<file path="config.mk">
export PLATFORM = sky130hd
export DESIGN_NAME = sliding_window_receiver
export DESIGN_NICKNAME = d
export VERILOG_FILES = /design/src/rtl/swr_pkg.sv /design/src/rtl/swr_ram.sv /design/src/rtl/swr_ctrl.sv /design/src/rtl/swr_datapath.sv /design/src/rtl/sliding_window_receiver.sv
export SDC_FILE = /design/constraint.sdc
export NUM_CORES = 1
export LEC_CHECK = 0
export BUFFER_PORTS_ARGS = -buffer_cell sky130_fd_sc_hd__buf_2
export CORE_ASPECT_RATIO = 0.6
export CORE_MARGIN = 4
export CORE_UTILIZATION = 45
export DETAILED_ROUTE_END_ITERATION = 10
export MAX_ROUTING_LAYER = met4
export PLACE_DENSITY_LB_ADDON = 0.12
export SLEW_MARGIN = 20
export SYNTH_ARGS = -nofsm -noshare
export SYNTH_HDL_FRONTEND = slang
export SYNTH_HIERARCHICAL = 1
export SYNTH_SLANG_ARGS = --single-unit
</file>
<file path="constraint.sdc">
create_clock -name clk -period 5.3 [get_ports clk]
set_input_delay 0 -clock clk [delete_from_list [all_inputs] [get_ports clk]]
set_output_delay 0 -clock clk [all_outputs]
set_load 0.02 [all_outputs]
</file>
<file path="src/rtl/swr_pkg.sv">
package swr_pkg;

  localparam int DEF_MAX_WINDOW  = 32;
  localparam int DEF_MAX_PAYLOAD = 1500;

  localparam int SEQ_W      = 32;
  localparam int LEN_W      = 11;
  localparam int WIN_W      = 6;
  localparam int SLOT_OUT_W = 6;
  localparam int CFG_IDX_W  = 1;
  localparam int CFG_DATA_W = 6;

  localparam logic [1:0] PKT_DATA = 2'd0;
  localparam logic [1:0] PKT_END  = 2'd1;

  localparam logic [1:0] RES_STORE   = 2'd0;
  localparam logic [1:0] RES_DELIVER = 2'd1;
  localparam logic [1:0] RES_ACK     = 2'd2;
  localparam logic [1:0] RES_END_ACK = 2'd3;

  localparam logic [CFG_IDX_W-1:0] CFG_WIN_LEN  = 1'd0;
  localparam logic [CFG_IDX_W-1:0] CFG_ACK_MODE = 1'd1;

  typedef struct packed {
    logic [1:0]       packet_kind;
    logic [SEQ_W-1:0] seq_number;
    logic [LEN_W-1:0] payload_length;
    logic             checksum_ok;
  } in_item_t;

  typedef struct packed {
    logic [1:0]            result_kind;
    logic [SEQ_W-1:0]      result_seq;
    logic [SLOT_OUT_W-1:0] slot_index;
    logic [LEN_W-1:0]      slot_length;
    logic                  session_done;
    logic                  last_result;
  } out_item_t;

  typedef struct packed {
    logic capture;
    logic eval;
    logic store;
    logic ack;
    logic dlv_read;
    logic dlv_emit;
    logic end_ack;
  } swr_cmd_t;

  typedef struct packed {
    logic out_ok;
    logic chk_ok;
    logic is_data;
    logic is_end;
    logic in_win;
    logic in_order;
    logic ack_mode;
    logic more;
  } swr_stat_t;

endpackage

</file>
<file path="src/rtl/swr_ram.sv">
module swr_ram #(
  parameter int WIDTH = 8,
  parameter int DEPTH = 2
) (
  input  logic                     clk,
  input  logic                     wr_en,
  input  logic [$clog2(DEPTH)-1:0] wr_addr,
  input  logic [WIDTH-1:0]         wr_data,
  input  logic                     rd_en,
  input  logic [$clog2(DEPTH)-1:0] rd_addr,
  output logic [WIDTH-1:0]         rd_data
);

  logic [WIDTH-1:0] mem_r [DEPTH];
  logic [WIDTH-1:0] rd_data_r;

  always_ff @(posedge clk) begin
    if (wr_en) begin
      mem_r[wr_addr] <= wr_data;
    end
    if (rd_en) begin
      rd_data_r <= mem_r[rd_addr];
    end
  end

  assign rd_data = rd_data_r;

endmodule

</file>
<file path="src/rtl/swr_ctrl.sv">
module swr_ctrl
  import swr_pkg::*;
(
  input  logic      clk,
  input  logic      rst_n,
  input  logic      in_valid,
  output logic      in_stall,
  output logic      cfg_ready,
  input  swr_stat_t stat,
  output swr_cmd_t  cmd
);

  localparam logic [2:0] S_IDLE     = 3'd0;
  localparam logic [2:0] S_EVAL     = 3'd1;
  localparam logic [2:0] S_STORE    = 3'd2;
  localparam logic [2:0] S_ACK      = 3'd3;
  localparam logic [2:0] S_DLV_RD   = 3'd4;
  localparam logic [2:0] S_DLV_EMIT = 3'd5;
  localparam logic [2:0] S_END      = 3'd6;

  logic [2:0] state_r;
  logic [2:0] state_nxt;

  always_comb begin
    state_nxt = state_r;
    unique case (state_r)
      S_IDLE: begin
        if (in_valid) begin
          state_nxt = S_EVAL;
        end
      end
      S_EVAL: begin
        priority if (!stat.chk_ok) begin
          state_nxt = S_IDLE;
        end else if (stat.is_data) begin
          if (stat.in_win) begin
            state_nxt = S_STORE;
          end else if (!stat.ack_mode) begin
            state_nxt = S_ACK;
          end else begin
            state_nxt = S_IDLE;
          end
        end else if (stat.is_end) begin
          state_nxt = S_END;
        end else begin
          state_nxt = S_IDLE;
        end
      end
      S_STORE: begin
        if (stat.out_ok) begin
          if (stat.ack_mode || !stat.in_order) begin
            state_nxt = S_ACK;
          end else begin
            state_nxt = S_DLV_RD;
          end
        end
      end
      S_ACK: begin
        if (stat.out_ok) begin
          if (stat.ack_mode && stat.in_order) begin
            state_nxt = S_DLV_RD;
          end else begin
            state_nxt = S_IDLE;
          end
        end
      end
      S_DLV_RD: begin
        state_nxt = S_DLV_EMIT;
      end
      S_DLV_EMIT: begin
        if (stat.out_ok) begin
          if (stat.more) begin
            state_nxt = S_DLV_EMIT;
          end else if (stat.ack_mode) begin
            state_nxt = S_IDLE;
          end else begin
            state_nxt = S_ACK;
          end
        end
      end
      S_END: begin
        if (stat.out_ok) begin
          state_nxt = S_IDLE;
        end
      end
      default: begin
        state_nxt = S_IDLE;
      end
    endcase
  end

  always_ff @(posedge clk) begin
    if (!rst_n) begin
      state_r <= S_IDLE;
    end else begin
      state_r <= state_nxt;
    end
  end

  assign in_stall  = (state_r != S_IDLE);
  assign cfg_ready = (state_r == S_IDLE) && !in_valid;

  assign cmd.capture  = (state_r == S_IDLE) && in_valid;
  assign cmd.eval     = (state_r == S_EVAL);
  assign cmd.store    = (state_r == S_STORE);
  assign cmd.ack      = (state_r == S_ACK);
  assign cmd.dlv_read = (state_r == S_DLV_RD);
  assign cmd.dlv_emit = (state_r == S_DLV_EMIT);
  assign cmd.end_ack  = (state_r == S_END);

endmodule

</file>
<file path="src/rtl/swr_datapath.sv">
module swr_datapath
  import swr_pkg::*;
#(
  parameter int MAX_WINDOW  = DEF_MAX_WINDOW,
  parameter int MAX_PAYLOAD = DEF_MAX_PAYLOAD
) (
  input  logic                  clk,
  input  logic                  rst_n,
  input  in_item_t              in_item,
  input  logic                  cfg_we,
  input  logic [CFG_IDX_W-1:0]  cfg_index,
  input  logic [CFG_DATA_W-1:0] cfg_data,
  input  swr_cmd_t              cmd,
  output swr_stat_t             stat,
  input  logic                  out_stall,
  output logic                  out_valid,
  output out_item_t             out_item
);

  localparam int NSLOT  = MAX_WINDOW + 1;
  localparam int SLOT_W = $clog2(NSLOT);

  logic [WIN_W-1:0]  window_r, window_nxt;
  logic              mode_r, mode_nxt;
  logic [SEQ_W-1:0]  exp_seq_r, exp_seq_nxt;
  logic [SLOT_W-1:0] exp_slot_r, exp_slot_nxt;
  logic [NSLOT-1:0]  arrived_r, arrived_nxt;
  logic              out_valid_r, out_valid_nxt;
  out_item_t         out_item_r, out_item_nxt;

  logic [1:0]        kind_r;
  logic [SEQ_W-1:0]  seq_r;
  logic [LEN_W-1:0]  len_r;
  logic              ok_r;
  logic [SLOT_W-1:0] slot_r;
  logic              in_order_r;
  logic [SLOT_W-1:0] cnt_r;

  logic [WIN_W-1:0]  w_full;
  logic [SLOT_W-1:0] w;
  logic [SLOT_W:0]   wp1;
  logic [SLOT_W-1:0] base_slot;
  logic [SEQ_W-1:0]  offset;
  logic              in_win;
  logic [SLOT_W:0]   slot_sum;
  logic [SLOT_W:0]   slot_calc;
  logic [SLOT_W:0]   slot_inc;
  logic [SLOT_W-1:0] nxt_slot;
  logic [SLOT_W:0]   cnt_inc;
  logic              more;
  logic              done;
  logic              out_ok;
  logic              st_fire, ack_fire, dlv_fire, end_fire;
  logic [LEN_W-1:0]  len_clamp;
  logic [LEN_W-1:0]  ram_rdata;
  logic              ram_re;
  logic [SLOT_W-1:0] ram_raddr;

  always_comb begin
    if (window_r == '0) begin
      w_full = WIN_W'(1);
    end else if (32'(window_r) > MAX_WINDOW) begin
      w_full = WIN_W'(MAX_WINDOW);
    end else begin
      w_full = window_r;
    end
  end

  assign w         = w_full[SLOT_W-1:0];
  assign wp1       = {1'b0, w} + (SLOT_W+1)'(1);
  assign base_slot = (exp_slot_r > w) ? '0 : exp_slot_r;
  assign offset    = seq_r - exp_seq_r;
  assign in_win    = (offset < SEQ_W'(w));
  assign slot_sum  = {1'b0, base_slot} + {1'b0, offset[SLOT_W-1:0]};
  assign slot_calc = (slot_sum >= wp1) ? (slot_sum - wp1) : slot_sum;
  assign slot_inc  = {1'b0, exp_slot_r} + (SLOT_W+1)'(1);
  assign nxt_slot  = (slot_inc == wp1) ? '0 : slot_inc[SLOT_W-1:0];
  assign cnt_inc   = {1'b0, cnt_r} + (SLOT_W+1)'(1);
  assign more      = arrived_r[nxt_slot] && (cnt_inc < {1'b0, w});
  assign done      = (seq_r == exp_seq_r);

  assign out_ok   = !out_valid_r || !out_stall;
  assign st_fire  = cmd.store && out_ok;
  assign ack_fire = cmd.ack && out_ok;
  assign dlv_fire = cmd.dlv_emit && out_ok;
  assign end_fire = cmd.end_ack && out_ok;

  assign len_clamp = (32'(in_item.payload_length) > MAX_PAYLOAD) ?
                     LEN_W'(MAX_PAYLOAD) : in_item.payload_length;

  always_comb begin
    window_nxt   = window_r;
    mode_nxt     = mode_r;
    exp_seq_nxt  = exp_seq_r;
    exp_slot_nxt = exp_slot_r;
    arrived_nxt  = arrived_r;
    if (cfg_we) begin
      unique case (cfg_index)
        CFG_WIN_LEN: begin
          window_nxt   = cfg_data;
          exp_seq_nxt  = '0;
          exp_slot_nxt = '0;
          arrived_nxt  = '0;
        end
        CFG_ACK_MODE: begin
          mode_nxt = cfg_data[0];
        end
        default: begin
        end
      endcase
    end
    if (cmd.eval && ok_r && (kind_r == PKT_DATA)) begin
      exp_slot_nxt = base_slot;
    end
    if (st_fire) begin
      arrived_nxt[slot_r] = 1'b1;
    end
    if (dlv_fire) begin
      arrived_nxt[exp_slot_r] = 1'b0;
      exp_seq_nxt             = exp_seq_r + SEQ_W'(1);
      exp_slot_nxt            = nxt_slot;
    end
    if (end_fire && done) begin
      exp_seq_nxt  = '0;
      exp_slot_nxt = '0;
      arrived_nxt  = '0;
    end
  end

  always_comb begin
    out_valid_nxt = out_valid_r && out_stall;
    out_item_nxt  = out_item_r;
    priority if (st_fire) begin
      out_valid_nxt = 1'b1;
      out_item_nxt  = '{RES_STORE, seq_r, SLOT_OUT_W'(slot_r), len_r, 1'b0, 1'b0};
    end else if (ack_fire) begin
      out_valid_nxt = 1'b1;
      out_item_nxt  = '{RES_ACK, (mode_r ? seq_r : exp_seq_r), '0, '0, 1'b0,
                        !(mode_r && in_order_r)};
    end else if (dlv_fire) begin
      out_valid_nxt = 1'b1;
      out_item_nxt  = '{RES_DELIVER, exp_seq_r, SLOT_OUT_W'(exp_slot_r), ram_rdata,
                        1'b0, (mode_r && !more)};
    end else if (end_fire) begin
      out_valid_nxt = 1'b1;
      out_item_nxt  = '{RES_END_ACK, seq_r, '0, '0, done, 1'b1};
    end else begin
      out_item_nxt = out_item_r;
    end
  end

  always_ff @(posedge clk) begin
    if (!rst_n) begin
      window_r    <= WIN_W'(1);
      mode_r      <= 1'b0;
      exp_seq_r   <= '0;
      exp_slot_r  <= '0;
      arrived_r   <= '0;
      out_valid_r <= 1'b0;
    end else begin
      window_r    <= window_nxt;
      mode_r      <= mode_nxt;
      exp_seq_r   <= exp_seq_nxt;
      exp_slot_r  <= exp_slot_nxt;
      arrived_r   <= arrived_nxt;
      out_valid_r <= out_valid_nxt;
    end
  end

  always_ff @(posedge clk) begin
    out_item_r <= out_item_nxt;
    if (cmd.capture) begin
      kind_r <= in_item.packet_kind;
      seq_r  <= in_item.seq_number;
      len_r  <= len_clamp;
      ok_r   <= in_item.checksum_ok;
    end
    if (cmd.eval) begin
      slot_r     <= slot_calc[SLOT_W-1:0];
      in_order_r <= (offset == '0);
      cnt_r      <= '0;
    end
    if (dlv_fire) begin
      cnt_r <= cnt_inc[SLOT_W-1:0];
    end
  end

  assign ram_re    = cmd.dlv_read || dlv_fire;
  assign ram_raddr = cmd.dlv_read ? exp_slot_r : nxt_slot;

  swr_ram #(
    .WIDTH (LEN_W),
    .DEPTH (NSLOT)
  ) u_len_ram (
    .clk     (clk),
    .wr_en   (st_fire),
    .wr_addr (slot_r),
    .wr_data (len_r),
    .rd_en   (ram_re),
    .rd_addr (ram_raddr),
    .rd_data (ram_rdata)
  );

  assign stat.out_ok   = out_ok;
  assign stat.chk_ok   = ok_r;
  assign stat.is_data  = (kind_r == PKT_DATA);
  assign stat.is_end   = (kind_r == PKT_END);
  assign stat.in_win   = in_win;
  assign stat.in_order = in_order_r;
  assign stat.ack_mode = mode_r;
  assign stat.more     = more;

  assign out_valid = out_valid_r;
  assign out_item  = out_item_r;

endmodule

</file>
<file path="src/rtl/sliding_window_receiver.sv">
// Receive side of a selective-repeat sliding window. Packet headers come in one at a time,
// and each one turns into a short, possibly empty, sequence of store, deliver, acknowledge and
// end-acknowledge transfers on the result channel, the last flagged by last_result. An item is
// captured, then checked in the evaluate state, then results go out one per cycle while the
// output is not stalled, with a length read before the first delivery when an in-order packet
// releases stored slots. The worst case is an in-order packet releasing a full window, set by
// the delivery loop, which walks one slot per cycle when not stalled through the single read
// port of the slot length memory. The slot bitmap is cleared by reset, a window length write
// and an end packet matching the expected sequence number, so no clearing pass is needed.
// Configuration writes are taken only while no packet is in work or being offered.
module sliding_window_receiver
  import swr_pkg::*;
#(
  parameter int MAX_WINDOW  = DEF_MAX_WINDOW,
  parameter int MAX_PAYLOAD = DEF_MAX_PAYLOAD
) (
  input  logic                  clk,
  input  logic                  rst_n,
  input  logic                  in_valid,
  output logic                  in_stall,
  input  in_item_t              in_item,
  output logic                  out_valid,
  input  logic                  out_stall,
  output out_item_t             out_item,
  input  logic                  cfg_valid,
  output logic                  cfg_ready,
  input  logic [CFG_IDX_W-1:0]  cfg_index,
  input  logic [CFG_DATA_W-1:0] cfg_data
);

  swr_cmd_t  cmd;
  swr_stat_t stat;
  logic      cfg_we;

  assign cfg_we = cfg_valid && cfg_ready;

  swr_ctrl u_ctrl (
    .clk       (clk),
    .rst_n     (rst_n),
    .in_valid  (in_valid),
    .in_stall  (in_stall),
    .cfg_ready (cfg_ready),
    .stat      (stat),
    .cmd       (cmd)
  );

  swr_datapath #(
    .MAX_WINDOW  (MAX_WINDOW),
    .MAX_PAYLOAD (MAX_PAYLOAD)
  ) u_datapath (
    .clk       (clk),
    .rst_n     (rst_n),
    .in_item   (in_item),
    .cfg_we    (cfg_we),
    .cfg_index (cfg_index),
    .cfg_data  (cfg_data),
    .cmd       (cmd),
    .stat      (stat),
    .out_stall (out_stall),
    .out_valid (out_valid),
    .out_item  (out_item)
  );

`ifndef SYNTHESIS
  a_one_item: assert property (@(posedge clk) disable iff (!rst_n)
    (in_valid && !in_stall) |=> in_stall)
    else $error("A second packet was taken while one was in work.");

  a_one_emit: assert property (@(posedge clk) disable iff (!rst_n)
    $onehot0({cmd.store, cmd.ack, cmd.dlv_emit, cmd.end_ack}))
    else $error("More than one result source is active.");

  a_result_busy: assert property (@(posedge clk) disable iff (!rst_n)
    $rose(out_valid) |-> $past(in_stall))
    else $error("A result appeared with no packet in work.");
`endif

endmodule
</file>
==> results of run 1 <==
[cell families after synthesis]
logic type | after synthesis | synth area share (%)
flops | 568 | 61.17
compound gates | 500 | 14.08
simple gates | 476 | 8.947
mux | 192 | 7.392
buf+inv | 178 | 3.478
fa+ha+maj | 68 | 3.299
xor+xnor | 48 | 1.616
other cells | 1 | 0.01416
[final timing paths]
kind,to,from
setup / recovery,u_datapath/slot_r[4],u_datapath/window_r[1]
hold reg to reg,u_datapath/out_item[52],u_datapath/out_item[52]
setup reg to reg,u_datapath/slot_r[4],u_datapath/window_r[1]
hold / removal,u_datapath/out_item[1],out_stall
[layout by cell type (no fill, tap or decap), types with 21 or more instances in the layout]
cell	synthesis	routed
a211oi_1	37	36
a21oi_1	88	86
a22o_1	71	71
a22oi_1	77	77
buf_2	11	113
buf_4	13	84
clkbuf_16	0	54
dfxtp_1	86	85
dlygate4sd3_1	0	69
edfxtp_1	482	482
ha_1	65	65
inv_1	70	70
mux2i_1	185	185
nand2_1	107	105
nand2b_1	32	32
nand3_1	49	49
nor2_1	127	111
nor2b_1	23	21
nor3_1	40	37
o21a_1	22	22
o21ai_0	48	48
xnor2_1	31	31
[critical path: cells and delay by family, from the launching register on]
kind	cells	cell delay [ps]
buffers and inverters	1	190
xor gates and xnor gates	1	180
adders and majority gates	3	700
AOI/OAI and AO/OA	14	2290
and+or+nand+nor	4	980
DFF	1	340
[per-layer routing]
| layer | track usage [%] | up-vias |
|---|---|---|
| met3 | 4.919 | 80 |
| met5 | - | - |
| met4 | 4.293 | 0 |
| li1 | - | 8295 |
| met1 | 40.00 | 9086 |
| met2 | 30.56 | 731 |
[flip-flops by register name (all words and copies together), names as in the netlist]
name                          cells
u_ctrl/state_r                    3
u_datapath/arrived_r             33
u_datapath/cnt_r                  6
u_datapath/exp_seq_r             32
u_datapath/exp_slot_r             6
u_datapath/in_order_r             1
u_datapath/kind_r                 2
u_datapath/len_r                 11
u_datapath/mode_r                 1
u_datapath/ok_r                   1
u_datapath/out_item              53
u_datapath/out_valid              1
u_datapath/seq_r                 32
u_datapath/slot_r                 6
u_datapath/u_len_ram/mem_r      363
u_datapath/u_len_ram/rd_data     11
u_datapath/window_r               6
[repair_timing]
action                     4_1_cts  5_1_grt
setup buffers                    0        0
setup endpoints to repair        0        6
gates resized for setup          0        3
hold buffers                    69        0
hold endpoints to repair        69        0
[power breakdown]
group / switching (mW) / internal, mW / total, mW
clock: 1.69 / 2.00 / 3.69
sequential: 0.0757 / 4.94 / 5.01
combinational: 0.487 / 0.293 / 0.780
total: 2.26 / 7.23 / 9.48
[per-stage QoR]
step	utilization (%)	hold WS [ps]	total power, mW
floorplan	-	37.38	5.562
global placement	48.75	177.9	5.822
detailed placement	48.84	178.1	5.841
CTS	52.88	17.55	9.558
global route	52.92	73.03	9.837
finish	52.92	61.16	9.483
[cell type report]
type | count | area [µm²]
fill | 4983 | 27240
clock buffer | 66 | 1416
timing repair buffer | 275 | 2057
clock inverter | 28 | 229.0
sequential | 568 | 16200
multi-input combinational | 1285 | 9474
inverter | 74 | 277.8
tap | 770 | 963.4
==> impl_metrics.tcl, run 1 <==
set metrics [dict create \
    grt_pass1_wl_mm 113.0 \
    antenna_found_initial 2 \
    r2r_cells 23 \
    area_growth_syn_to_layout_pct 15.64 \
    fin_crit_sh_pct 92.75 \
    yosysSeqAreaShare_pct 61.17 \
    first_global_vias 17530 \
    cts.sinks 568 \
    drv_slew 0 \
    drtAntennaViolNets 0 \
    io_pins 114 \
    die_x_um 321.1 \
    drt_iter0_drc 2144 \
    vias 18190 \
    instances_no_fill 3066 \
    synth_largest_area_cell "edfxtp_1" \
    remaining_drc_errors 0 \
    track_usage_pct 24.34 \
    diodes 0 \
    synth_most_common_cell "edfxtp_1" \
    path_clk_slew_ps 60 \
    fmax_ghz 0.2034 \
    grt_max_degree 53 \
    cts_buffers 52 \
    wl_met1_mm 38.52 \
    syn_nets 2157 \
    ys_warn_count 6 \
    synth_flop_cell "edfxtp_1" \
    dp_slack_ps 266.1 \
    highest_layer "met4" \
    die_area_um2 62900 \
    critPathMaxFanout 11 \
    async_flop_share_pct 0 \
    crit_chain "or4_1 -> a21oi_2 -> ha_1 -> nor2b_1 -> o21a_1 -> o21a_1 -> o21a_1 -> o21a_1 -> o22ai_1 -> and2_1 -> ha_1 -> a21o_1 -> a21oi_2 -> o21bai_1 -> a21oi_1 -> xnor2_1 -> ha_1 -> and4_1 -> a31oi_1 -> o21ai_0 -> a21oi_1 -> buf_4 -> o21ai_0" \
    worst_pin_slew_ps 1200 \
    drive_gt1_share_pct 15.59 \
    rows 68 \
    nets 2382 \
    synth_edf_count 482 \
    finalWirelength_mm 75.13 \
    power_density_nw_per_um2 309.7 \
    worstPathArrival_ps 5270 \
    synth_area_leaders "edfxtp_1 (55%), mux2i_1 (7.0%), dfxtp_1 (6.5%)" \
    min_period_ps 4916 \
    h-tree-depth 2 \
    placedCellCount 2903 \
    synth.top_cells.by_count "edfxtp_1 (482), mux2i_1 (185), nor2_1 (127)" \
    skew_ps 17.46 \
    dpl-instance-area_um2 28260 \
    syn_area_um2 26470 \
    cp_slowest_stage_delay_ps 540 \
    synthesis.instances 2031 \
    worst_slack_ps 384.0 \
    tns_ps 0 \
    initial_core_util_pct 45.76 \
    cellLeakagePower_nw 11.59 \
    gp_congestion 0.9266 \
    ys_ff_latch 568 \
    cts_tree "done" \
    ir_drop_mv 0.2199 \
    grt.overflow.total 0 \
    crit_slowest_cell "or4_1" \
    die-height_um 195.9 \
    hold_viol_final 0 \
    dr.pass1.iters 5 \
    hpwl_mm 50.75 \
    design.core.area_um2 57860 \
    worstSkewPairLatency_ps 630 \
    cp-end-kind "flop" \
    required_ps 5660 \
    min_path_cells 4 \
    cts_max_path_buffers 3 \
    hold_path_class "in2reg" \
    rsz0062_at_grt "no" \
    cts_root_buffer "clkbuf_16" \
    numPortBuffers 113 \
    cap_violations 0 \
    met3_wirelength_mm 6.787 \
    path_class "reg2reg" \
    relSlewSlack_pct 19.68 \
    cp_common_cell "o21a_1" \
    startpoint_type "flop" \
    yosysTopAreaCellShare_pct 54.67 \
    fin_area_um2 30610 \
    setup_violations 0 \
    routedWlPerCell_um 24.50 \
    dr_wl_met2_mm 28.89 \
    avgSynthCellArea_um2 13.04 \
    status "completed" \
    synth_cell_type_count 92 \
    viasPerCell 5.933 \
    r2r_slack_ps 380 \
]
(Power assumes the default switching activity.)
==> run 2: changes to the inputs <==
--- a/config.mk
+++ b/config.mk
@@ -7,8 +7,7 @@
 export LEC_CHECK = 0
 export BUFFER_PORTS_ARGS = -buffer_cell sky130_fd_sc_hd__buf_2
 export CORE_ASPECT_RATIO = 0.6
-export CORE_MARGIN = 4
-export CORE_UTILIZATION = 45
+export CORE_UTILIZATION = 52
 export DETAILED_ROUTE_END_ITERATION = 10
 export MAX_ROUTING_LAYER = met4
 export PLACE_DENSITY_LB_ADDON = 0.12
==> run 2 against run 1 <==
  * Register-to-register slack worse by 190 ps
  * Combinational power is 4.6% higher
  * Final area is 0.72% lower
  * Wire length is 0.82% higher
  * Sequential share of layout area is 0.38 points higher
  * Clock skew shrank 0.92 ps
  * Critical endpoint is now u_datapath/u_len_ram/rd_data[5]
  * Highest routed layer unchanged
==> impl_metrics.tcl, run 2 (same netlist as run 1, synthesis figures left out) <==
set metrics [dict create \
    min_period_ps 5105 \
    largest-register "u_datapath/u_len_ram/mem_r" \
    die_x_um 293.3 \
    design.core.area_um2 49820 \
    hold_viol_final 0 \
    worstSkewPairLatency_ps 600 \
    startpoint_type "flop" \
    drt_iter0_drc 2527 \
    finalWirelength_mm 75.74 \
    relSlewSlack_pct 19.08 \
    largest_register_ff_count 363 \
    r2r_cells 17 \
    cts_buffers 53 \
    r2r-start "u_datapath/window_r[1]" \
    r2r-end "u_datapath/u_len_ram/rd_data[5]" \
    numPortBuffers 113 \
    die-height_um 176.8 \
    rsz0062_at_grt "no" \
    worstPathArrival_ps 5410 \
    io_pins 114 \
    cts_max_path_buffers 3 \
    drtAntennaViolNets 0 \
    initial_core_util_pct 53.14 \
    min-delay-start "in_item[27]" \
    path_class "reg2reg" \
    skew_ps 16.54 \
    instances_no_fill 2955 \
    critPathMaxFanout 25 \
    placedCellCount 2792 \
    drive_gt1_share_pct 14.78 \
    worst_pin_slew_ps 1205 \
    hold_path_class "in2reg" \
    nets 2356 \
    status "completed" \
    final_common_cell "edfxtp_1" \
    r2r_slack_ps 190 \
    grt.overflow.total 0 \
    cts_root_buffer "clkbuf_16" \
    fmax_ghz 0.1959 \
    dp_slack_ps 188.9 \
    final_cell_mix "edfxtp_1 (482), mux2i_1 (185), buf_2 (113)" \
    final_core_util_pct 61.01 \
    whs_endpoint "u_datapath/seq_r[15]" \
    ir_drop_mv 0.3021 \
    cap_violations 0 \
    track_usage_pct 29.88 \
    hpwl_mm 51.75 \
    tns_ps 0 \
    cts_tree "done" \
    rows 63 \
    die_area_um2 51850 \
    required_ps 5610 \
    remaining_drc_errors 0 \
    cts.sinks 568 \
    path_clk_slew_ps 70 \
    first_global_vias 17030 \
    dr.pass1.iters 6 \
    fill_cells 3964 \
    grt_max_degree 72 \
    grt_pass1_wl_mm 111.0 \
    area_growth_syn_to_layout_pct 14.81 \
    routedWlPerCell_um 25.63 \
    cellLeakagePower_nw 11.52 \
    cp-end-kind "flop" \
    multiInputGateArea_um2 9480 \
    diodes 0 \
    setup_violations 0 \
    vias 18450 \
    fin_crit_sh_pct 96.33 \
    min_path_cells 2 \
    h-tree-depth 2 \
    viasPerCell 6.242 \
    gp_congestion 0.9841 \
    drv_slew 0 \
    power_density_nw_per_um2 319.3 \
    antenna_found_initial 2 \
    regArea_um2 16200 \
    worst_slack_ps 194.7 \
]
==> run 2: worst max-delay path by stage <==
| stage | to | depth (start not counted) | startpoint | slack [ps] |
|---|---|---|---|---|
| 3_5_place_dp | u_datapath/slot_r[3] | 23 | u_datapath/window_r[2] | 190 |
| 4_1_cts | u_datapath/slot_r[3] | 23 | u_datapath/window_r[2] | 130 |
| 2_1_floorplan | u_datapath/slot_r[2] | 23 | u_datapath/window_r[1] | 380 |
| 3_3_place_gp | u_datapath/slot_r[4] | 23 | u_datapath/window_r[1] | 250 |
| 6_report | u_datapath/u_len_ram/rd_data[5] | 17 | u_datapath/window_r[1] | 190 |
| 5_1_grt | u_datapath/u_len_ram/rd_data[2] | 17 | u_datapath/window_r[1] | 30 |
==> run 2: power breakdown <==
part           switching, mW  internal [mW]
registers             0.0781           4.94
clock network           1.70           2.17
logic                  0.523          0.293
total                   2.30           7.41
==> run 2: what timing repair did <==
item                       CTS  global route
gates resized for setup      0             4
setup endpoints to repair    0            11
hold endpoints to repair    68             0
buffers inserted             0             0
hold buffers                65             0
==> run 2: layout make-up <==
| type | instances | area share, % |
|---|---|---|
| inverters | 74 | 0.9139 |
| flip-flops and latches | 568 | 53.28 |
| clock inverters | 32 | 1.017 |
| repair buffers | 248 | 6.060 |
| well taps | 682 | 2.808 |
| multi-input cells | 1285 | 31.19 |
| clock buffers | 66 | 4.726 |
==> run 2: per-layer routing <==
metal,routed length [µm],vias to the layer above,track usage (%)
met5,0,-,-
met1,37480,9154,49.10
met2,28110,953,35.55
met3,9088,83,8.538
li1,-,8256,-
met4,1057,0,4.731
==> run 2: critical path: stages, from the launching register on <==
cell       delay (ps)
dfxtp_1           350
or4_1             540
a21oi_2           190
buf_4             160
ha_1              190
nand3_1            90
mux2_2            360
xnor2_1           220
o2111ai_2         210
or2_1             430
nand2_1           140
o21ai_0            80
buf_4             170
nor2b_4           460
buf_4             470
a22oi_1           200
a21oi_1           410
o41ai_2           120
==> run 2: through the flow <==
| step | hold slack (ps) | area, µm² | power, mW |
|---|---|---|---|
| after floorplan | 37.38 | 26470 | 5.562 |
| after global placement | 176.7 | 27940 | 5.852 |
| after detailed placement | 178.1 | 27950 | 5.863 |
| after CTS | 79.99 | 30350 | 9.738 |
| after global routing | 93.97 | 30390 | 9.990 |
| final | 107.0 | 30390 | 9.704 |
